==> config.mk <==
export PLATFORM = sky130hd
export DESIGN_NAME = sact_sat_counter
export DESIGN_NICKNAME = d
export VERILOG_FILES = /design/src/set_assoc_cache_tracker_defines.svh /design/src/sact_sat_counter.sv
export SDC_FILE = /design/constraint.sdc
export NUM_CORES = 1
export LEC_CHECK = 0
export BUFFER_PORTS_ARGS = -buffer_cell sky130_fd_sc_hd__buf_4
export CAP_MARGIN = 15
export CORE_ASPECT_RATIO = 1.75
export CORE_MARGIN = 2
export CORE_UTILIZATION = 38
export DETAILED_ROUTE_END_ITERATION = 6
export PLACE_DENSITY = 0.62
export SLEW_MARGIN = 5
export SYNTH_ARGS = -nofsm -noshare
export SYNTH_HDL_FRONTEND = slang
export SYNTH_SLANG_ARGS = --single-unit
==> constraint.sdc <==
create_clock -name clock -period 5.2 [get_ports clock]
set_input_delay 0.52 -clock clock [delete_from_list [all_inputs] [get_ports clock]]
set_output_delay 0.52 -clock clock [all_outputs]
set_load 0.03 [all_outputs]
==> src/set_assoc_cache_tracker_defines.svh <==
// ---------------------------------------------------------------------------
// set associative cache tracker assertion macros
// shared assertion forms used by the tracker rtl
// ---------------------------------------------------------------------------
`ifndef SET_ASSOC_CACHE_TRACKER_DEFINES_SVH
`define SET_ASSOC_CACHE_TRACKER_DEFINES_SVH

// implication checked at every rising clock edge outside reset
`define SACT_ASSERT_IMP(label, clk, rst, pre, post) \
   label: assert property (@(posedge clk) disable iff (rst) (pre) |-> (post)) \
      else $error("assertion failed");

// next cycle implication checked outside reset
`define SACT_ASSERT_NXT(label, clk, rst, pre, post) \
   label: assert property (@(posedge clk) disable iff (rst) (pre) |=> (post)) \
      else $error("assertion failed");

`endif

==> src/sact_sat_counter.sv <==
// ---------------------------------------------------------------------------
// saturating tally counter
// increments by one on request and holds at all ones
// ---------------------------------------------------------------------------
module sact_sat_counter #(
   parameter int unsigned WIDTH = 32
) (
   input  logic             clock,
   input  logic             reset,
   input  logic             inc,
   output logic [WIDTH-1:0] value
);
   logic [WIDTH-1:0] count_ff;
   logic [WIDTH-1:0] count_in;

   always_comb begin
      count_in = count_ff;
      if (inc && (count_ff != {WIDTH{1'b1}})) begin
         count_in = count_ff + {{(WIDTH-1){1'b0}}, 1'b1};
      end
   end

   always_ff @(posedge clock) begin
      if (reset) begin
         count_ff <= '0;
      end else begin
         count_ff <= count_in;
      end
   end

   assign value = count_ff;
endmodule
==> summary.txt, run 1 <==
Run status
  • Status: finished clean

Final layout
  • Area delta synth->final: 22.3%
  • Layout cells sized above 1: 22.1%
  • Nets: between 200 and 250
  • Number of diodes: 0
  • Max FFs per register: 32

Clock tree
  • Post-CTS sizing: 0
  • Clock latency on the worst-skew pair: approximately 290 ps
  • CTS tree: done
  • Clock sinks: 32
  • Hold_buf cts: 0
  • Setup Fix Bufs, Post-CTS: 0
  • Num CTS Buffers: 5
  • H-tree levels: 2
  • Root buf cell: clkbuf_8
  • Clock transition at the registers of the reported paths: around 70 ps
  • CTS max path bufs: 2

Logic synthesis
  • Synth area leader: dfxtp_1
  • Post-synthesis sequential area ratio: 38.3%
  • Ys async rst share: 0%
  • Number of synthesized flops with an enable pin: 0
  • Yosys top cell area share: 38.3%
  • Post-Syn Area per Cell: between 8 and 9 sq um
  • Count leader, synth: dfxtp_1
  • Syn Inst Count: ~200
  • Distinct cells, synth: 39
  • Mapped cell area: 0.00167 sq mm
  • Ys Warns: 0
  • Top FF cell, synth: dfxtp_1
  • Syn nets: around 200
  • Synth Register Bits: 32
  • Ranking of synthesized cells by area: dfxtp_1 (38%), a21oi_1 (6.6%), o31ai_1 (5.4%)
  • Synth cell count leaders: dfxtp_1 (32), a21oi_1 (22), nor2_1 (14), nand3_1 (13)

Routing
  • WL final: 4150 microns
  • Wirelength per Cell: around 15 microns
  • Via count: 1653
  • 1st-iter DRT viols: 31
  • Via density: between 5 and 6
  • DRC: 0
  • Final ANT Viol Nets: 0
  • DRT Pass-1 Iters: 4

Power and ir drop
  • Power consumption: between 0.0004 and 0.0005 W
  • Peak supply drop: roughly 0.16 mV
  • Cell Pwr Density: 219 mW/mm^2
  • Leak Pwr: between 0.6 and 0.7 nW

Timing
  • Clock Skew: roughly 7.6 ps
  • F_max: ~390 MHz
  • Max_slew headroom: 45.3%
  • Tcrit/Tclk final: about half
  • Setup violations, final: 0
  • Final Hold Fails: 0
  • Final Max Tran Viols: 0
  • Shortest period the worst path allows: between 2000 and 3000 ps
  • Sum Neg Setup Slack: 0 ps
  • RSZ-0062 raised after global routing: false
  • Worst-margin pin slew: around 810 ps

Worst setup path
  • Crit path launch type: flop
  • Critical path required time: 5360 ps
  • CP arrival: roughly 2700 ps
  • Max FO, Critical Path: 11
  • CP max stage cell: nor4_2
  • Cell Chain, Critical Path: nand3_1 -> or3_1 -> nor4_2 -> buf_4 -> or4_1 -> a21oi_1
  • Worst path buffer plus inverter count: 1
  • Crit end category: flop
  • CP Class: flop to flop
  • Critical Path Max Stage Delay: ~740 ps
  • CP delay by family, top: simple AND/OR/NAND/NOR gates

Worst hold path
  • Worst Hold Class: flop to flop

Floorplanning
  • Die Ht: 91.8 microns
  • Width of the die: around 54 microns
  • Die area: between 0.004 and 0.005 sq mm
  • # rows: 32
  • Core Box Area: roughly 0.0043 sq mm
  • Initial Util: around two fifths
  • Number of I/O pins: 35

Global route
  • GR Util All Layers: between 10% and 20%
  • Antenna violations before repair: 0
  • First-pass GRT wire length: 7070 microns
  • Largest net degree at the start of global routing: 36
  • Number of global-route vias before repair: about 1500
  • GRT overflow: 0

Place
  • Hpwl dp: 2940 microns
  • Gpl congestion: 0.759
  • Input/output buffers: 34

Job
  • Max-cap violations: 0
## per-stage QoR
step           cell area (sq um)  cells  setup WS (ps)  hold slack (ps)  util [%]
6_report                    2050    282           2650              507      47.3
4_1_cts                     2050    282           2680              504      47.3
3_5_place_dp                1970    275           2640              492      45.5
2_1_floorplan               1670    199           2850              614         -
5_1_grt                     2050    282           2510              523      47.3
3_3_place_gp                1970    275           2670              491      45.5
## worst register-to-register path: stages, from the launching register on
cell and delay (ps):
dfxtp_1 430, nand3_1 200, or3_1 580, nor4_2 750
buf_4 300, or4_1 120, a21oi_1 60
## logic make-up after synthesis
family                     count (synthesis)  share of synthesized area [%]
muxes                                      3                           1.94
adders and majority gates                  1                          0.747
xor gates and xnor gates                   7                           3.66
buffers and inverters                     13                           3.14
AOI/OAI and AO/OA                         49                           18.8
DFF                                       32                           38.3
and+or+nand+nor                           94                           33.4
## worst paths after layout
| check | endpoint | depth (start not counted) | slack (ps) | startpoint |
|---|---|---|---|---|
| max | value[15] | 6 | 2650 | value[13] |
| min | value[15] | 2 | 510 | value[15] |
| max reg2reg | value[15] | 6 | 2650 | value[13] |
| min reg2reg | value[15] | 2 | 510 | value[15] |
## layer usage
metal / wire, microns / track usage [%] / vias to the layer above / share of wire, %
li1: - / - / 827 / -
met1: 1790 / 22.6 / 780 / 43
met2: 2110 / 30.0 / 36 / 51
met3: 140 / 4.23 / 10 / 3.4
met4: 106 / 9.79 / 0 / 2.6
met5: 0 / 0 / - / 0
## layout by cell type, fill, tap and decap left out, types with 2 or more instances in the layout
cell       count
or3_1         10
dfxtp_1       32
xnor2_1        6
nand4_1       10
nor3_1         2
nor4_1         3
nor4_2         2
nand2_1       10
and3_1         3
and4_1         4
nor3b_1        2
nor2_1        14
o31ai_1       12
or4_1         12
a21oi_1       22
clkbuf_8       5
buf_4         36
nor2b_1        2
inv_1          2
nand3_1       13
a2111oi_0      2
o21ai_0        8
## area by class of cell
type,count,area [sq um]
sequential,32,641
inverter,2,7.51
clock buffer,6,72.6
tap,51,63.8
timing repair buffer,36,270
multi-input combinational,154,987
fill,435,2280
clock inverter,1,5.00
## where the power goes
part           switching [W]  internal (W)
registers         0.00000224      0.000247
clock network      0.0000906     0.0000909
logic              0.0000115    0.00000608
Power figures use the tool's default switching activity.
==> run 2: changes to the inputs <==
==> constraint.sdc (replaced) <==
create_clock -name clock -period 2.6 [get_ports clock]
set_input_delay 0.26 -clock clock [delete_from_list [all_inputs] [get_ports clock]]
set_output_delay 0.26 -clock clock [all_outputs]
set_load 0.03 [all_outputs]
==> run 2 against run 1 <==
Against the previous run: worst hold slack lost 140 ps; count of clock-buffer cells in the layout unchanged; die area is the same; maximum frequency grew 12%; non-clock buffer count up 5; worst setup slack got worse by 2300 ps; first-iteration DRC count grew 29%; sequential power up 100%; sequential share of layout area shrank 0.56 points; clock power increased by 100%; via count up 1.5%.
==> summary.txt, run 2 (same netlist as run 1, synthesis figures left out) <==
Clock tree
  • CTS max path bufs: 2
  • Clock transition at the registers of the reported paths: roughly 70 ps
  • Clock sinks: 32
  • Hold_buf cts: 0
  • Clock latency on the worst-skew pair: 280 ps
  • Post-CTS sizing: 0
  • Setup Fix Bufs, Post-CTS: 0
  • Root buf cell: clkbuf_8
  • CTS tree: done
  • Num CTS Buffers: 5
  • H-tree levels: 2

Floorplanning
  • Initial Util: 38.7%
  • Core Box Area: 0.00432 sq mm
  • Die area: between 0.004 and 0.005 sq mm
  • Number of I/O pins: 35
  • # rows: 32
  • Die Ht: slightly above 90 microns
  • Width of the die: 54.2 microns

Routing
  • 1st-iter DRT viols: 40
  • Via density: approximately 6
  • DRC: 0
  • WL final: around 4200 microns
  • DRT Pass-1 Iters: 4
  • Wirelength per Cell: around 15 microns
  • Via count: around 1700
  • Final ANT Viol Nets: 0

Worst setup path
  • FF-to-FF Start: value[21]
  • Max FO, Critical Path: 6
  • Reg2Reg Setup Slack: roughly 320 ps
  • CP Class: flop to flop
  • Worst reg2reg path depth: 5
  • Crit path launch type: flop
  • Crit end category: flop
  • Reg2reg end: value[30]
  • Worst Setup SP: value[21]
  • CP arrival: around 2500 ps
  • Critical path required time: roughly 2800 ps

Timing
  • Setup violations, final: 0
  • Final Hold Fails: 0
  • Final Max Tran Viols: 0
  • Final Worst Setup Slack: about 320 ps
  • Clock Skew: a little under 8 ps
  • Sum Neg Setup Slack: 0 ps
  • Hold Slack: roughly 370 ps
  • RSZ-0062 raised after global routing: false
  • Max_slew headroom: around 59%
  • Shortest period the worst path allows: between 2000 and 2500 ps
  • F_max: between 400 and 500 MHz
  • Tcrit/Tclk final: between 80% and 90%
  • Worst-margin pin slew: roughly 600 ps

Power and ir drop
  • Cell Pwr Density: around 430 mW/mm^2
  • Leak Pwr: around 0.7 nW
  • Peak supply drop: 0.313 mV

Global route
  • GR Util All Layers: 19.3%
  • GRT overflow: 0
  • First-pass GRT wire length: 7360 microns
  • Largest net degree at the start of global routing: 36
  • Antenna violations before repair: 0
  • Number of global-route vias before repair: roughly 1600

Final layout
  • # fillers: between 400 and 500
  • Fin util: around 48%
  • Most frequent cells in the layout: buf_4 (41), dfxtp_1 (32), a21oi_1 (22)
  • Max FFs per register: 32
  • Number of diodes: 0
  • Layout cells sized above 1: a little under a quarter
  • Area delta synth->final: 24.5%
  • Commonest non-fill, non-tap cell in the layout: buf_4
  • Nets: 240

Worst hold path
  • Hold EP: value[28]
  • HP Start: reset
  • Hold Path Depth: 2
  • Worst Hold Class: primary input to flop

Run status
  • Status: finished clean

Job
  • Max-cap violations: 0

Place
  • Hpwl dp: 2990 microns
  • Setup WS pre-CTS: around 340 ps
  • Input/output buffers: 34
  • Gpl congestion: about 0.73
## run 2: cell types whose count changed in the layout (fill, tap and decap cells not counted), sizes merged
cell,change
buf,+5
## run 2: where the power goes
group | internal [W] | leakage [nW] | switching [W]
combinational | 0.0000122 | 0.411 | 0.0000227
sequential | 0.000493 | 0.258 | 0.00000453
clock | 0.000182 | 0.0410 | 0.000183
total | 0.000688 | 0.710 | 0.000210
## run 2: layout make-up
cell class,count,area (sq um),area share [%]
Timing Repair Buffer,41,308,14.8
Inverter,2,7.51,0.360
Multi-Input combinational cell,154,987,47.4
Clock buffer,6,72.6,3.48
Clock inverter,1,5.00,0.240
Sequential cell,32,641,30.7
Tap cell,51,63.8,3.06
## run 2: worst max path at each step
stage	cells past startpoint	slack, ps	end
floorplan	6	250	value[30]
global placement	5	380	value[30]
detailed placement	5	340	value[30]
CTS	5	310	value[30]
global route	5	220	value[30]
finish	5	320	value[30]
## run 2: critical path: stages, from the launching register on
cell,delay (ps)
dfxtp_1,420
and3_4,250
or3b_1,480
or3_4,440
or4_1,470
a21oi_1,150
## run 2: stage by stage
step	area, sq um	std cells	total power, W
after floorplan	1670	199	0.000532
after global placement	2010	280	0.000544
after detailed placement	2010	280	0.000545
after CTS	2080	287	0.000910
after global routing	2080	287	0.000941
final	2080	287	0.000898
## run 2: routing by layer
metal | track usage (%) | up-vias | share of wire, %
li1 | - | 832 | -
met1 | 23.9 | 798 | 41
met2 | 31.9 | 41 | 53
met3 | 4.07 | 6 | 4.4
met4 | 6.25 | 0 | 1.8
met5 | 0 | - | 0
==> run 3: changes to the inputs <==
==> constraint.sdc (replaced) <==
create_clock -name clock -period 2.65 [get_ports clock]
set_input_delay 0.265 -clock clock [delete_from_list [all_inputs] [get_ports clock]]
set_output_delay 0.265 -clock clock [all_outputs]
set_load 0.03 [all_outputs]
==> run 3 against run 2 <==
Against the previous run: clock power down 5%; clock skew down 2.2 ps; core utilization unchanged; critical path depth unchanged; total power down 3.0%; global-route usage down 1.2 points; cell count unchanged; highest routed layer unchanged.
==> summary.txt, run 3 (same netlist as run 1, synthesis figures left out) <==
Global route
  • GR Util All Layers: 18.1%
  • First-pass GRT wire length: between 6000 and 7000 microns
  • Largest net degree at the start of global routing: 36
  • Met1 Usage GRT: a little over a fifth
  • Met2 GRT Util: a little under a third
  • Antenna violations before repair: 0
  • Gr busiest metal: met2
  • GRT met3 Usage: 4.72%
  • Number of global-route vias before repair: around 1500
  • GRT overflow: 0

Floorplanning
  • Initial Util: 38.7%
  • Die Ht: a little over 90 microns
  • Width of the die: roughly 54 microns
  • Die area: 0.00497 sq mm
  • Core Box Area: around 0.0043 sq mm
  • Number of I/O pins: 35
  • # rows: 32

Power and ir drop
  • Sequential share of power: 56.1%
  • Cell Pwr Density: 418 mW/mm^2
  • Switching Power: between 0.00015 and 0.0002 W
  • Gate power share: under 10%
  • Clk pwr share: 39.9%
  • Leak Pwr: about 0.7 nW
  • Peak supply drop: approximately 0.39 mV
  • Pint: 0.000674 W
  • Switching part of the total: roughly 23%

Timing
  • Setup violations, final: 0
  • Shortest period the worst path allows: ~2300 ps
  • RSZ-0062 raised after global routing: false
  • Final Hold Fails: 0
  • Max_slew headroom: 59.7%
  • Tcrit/Tclk final: between 80% and 90%
  • Final Max Tran Viols: 0
  • F_max: roughly 430 MHz
  • Worst-margin pin slew: 589 ps
  • Clock Skew: around 5.7 ps
  • Sum Neg Setup Slack: 0 ps

Final layout
  • Commonest non-fill, non-tap cell in the layout: buf_4
  • Max FFs per register: 32
  • Fin util: 48.2%
  • Number of diodes: 0
  • Nets: 240
  • Layout cells sized above 1: a little under a quarter
  • Most frequent cells in the layout: buf_4 (41), dfxtp_1 (32), a21oi_1 (22)
  • Area delta synth->final: 24.5%

Worst setup path
  • CP Class: flop to flop
  • Critical Path Max Stage Delay: roughly 490 ps
  • FF-to-FF Start: value[21]
  • CP arrival: approximately 2500 ps
  • Critical path required time: between 2000 and 3000 ps
  • Max FO, Critical Path: 6
  • Worst path buffer plus inverter count: 0
  • CP delay by family, top: simple AND/OR/NAND/NOR gates
  • Worst Setup SP: value[21]
  • Crit end category: flop
  • CP max stage cell: or3b_1
  • Crit path launch type: flop
  • Reg2Reg Setup Slack: between 300 and 400 ps
  • Cell Chain, Critical Path: and3_4 -> or3b_1 -> or3_4 -> or4_1 -> a21oi_1

Place
  • Gpl congestion: 0.718
  • Hpwl dp: between 3000 and 4000 microns
  • Input/output buffers: 34

Clock tree
  • Root buf cell: clkbuf_8
  • Hold_buf cts: 0
  • CTS max path bufs: 2
  • Setup Fix Bufs, Post-CTS: 0
  • CTS tree: done
  • Clock transition at the registers of the reported paths: 70 ps
  • Num CTS Buffers: 5
  • Clock sinks: 32
  • Clock latency on the worst-skew pair: 280 ps
  • H-tree levels: 2
  • Post-CTS sizing: 0

Job
  • Max-cap violations: 0

Worst hold path
  • HP Start: reset
  • Worst Hold Class: primary input to flop

Routing
  • DRT Pass-1 Iters: 4
  • Wirelength per Cell: about 15 microns
  • Final ANT Viol Nets: 0
  • Via count: between 1500 and 2000
  • Via density: about 5.8
  • 1st-iter DRT viols: slightly above 40
  • DRC: 0
  • WL final: 4230 microns

Run status
  • Status: finished clean
## run 3: through the flow
stage                     instances  instance area (sq um)  worst slack [ps]  power [W]  hold WS, ps
final                           287                   2080               340   0.000871          385
after global routing            287                   2080               228   0.000914          386
after CTS                       287                   2080               328   0.000883          386
after detailed placement        280                   2010               375   0.000534          492
after global placement          280                   2010               430   0.000534          485
after floorplan                 199                   1670               300   0.000522          488
## run 3: layer usage
metal | vias up | wire length (microns)
met4 | 0 | 59
met2 | 38 | 2220
met1 | 796 | 1770
li1 | 835 | -
met5 | - | 0
met3 | 5 | 189
## run 3: layout make-up
type | instances | area, sq um
Inverter | 2 | 7.51
Timing Repair Buffer | 41 | 308
Clock inverter | 1 | 5.00
Multi-Input combinational cell | 154 | 987
Clock buffer | 6 | 72.6
Fill cell | 447 | 2240
Sequential cell | 32 | 641
Tap cell | 51 | 63.8
## run 3: final timing paths
path / depth (start not counted) / to
max reg2reg: 5 / value[30]
min: 2 / value[18]
min reg2reg: 2 / value[23]
max: 5 / value[30]
## run 3: power by group through the flow
stage | clock network (W) | logic [W] | registers [W]
2_1_floorplan | 0 | 0.0000168 | 0.000505
3_3_place_gp | 0 | 0.0000346 | 0.000499
3_5_place_dp | 0 | 0.0000350 | 0.000499
4_1_cts | 0.000360 | 0.0000352 | 0.000489
5_1_grt | 0.000386 | 0.0000383 | 0.000489
6_report | 0.000348 | 0.0000346 | 0.000489
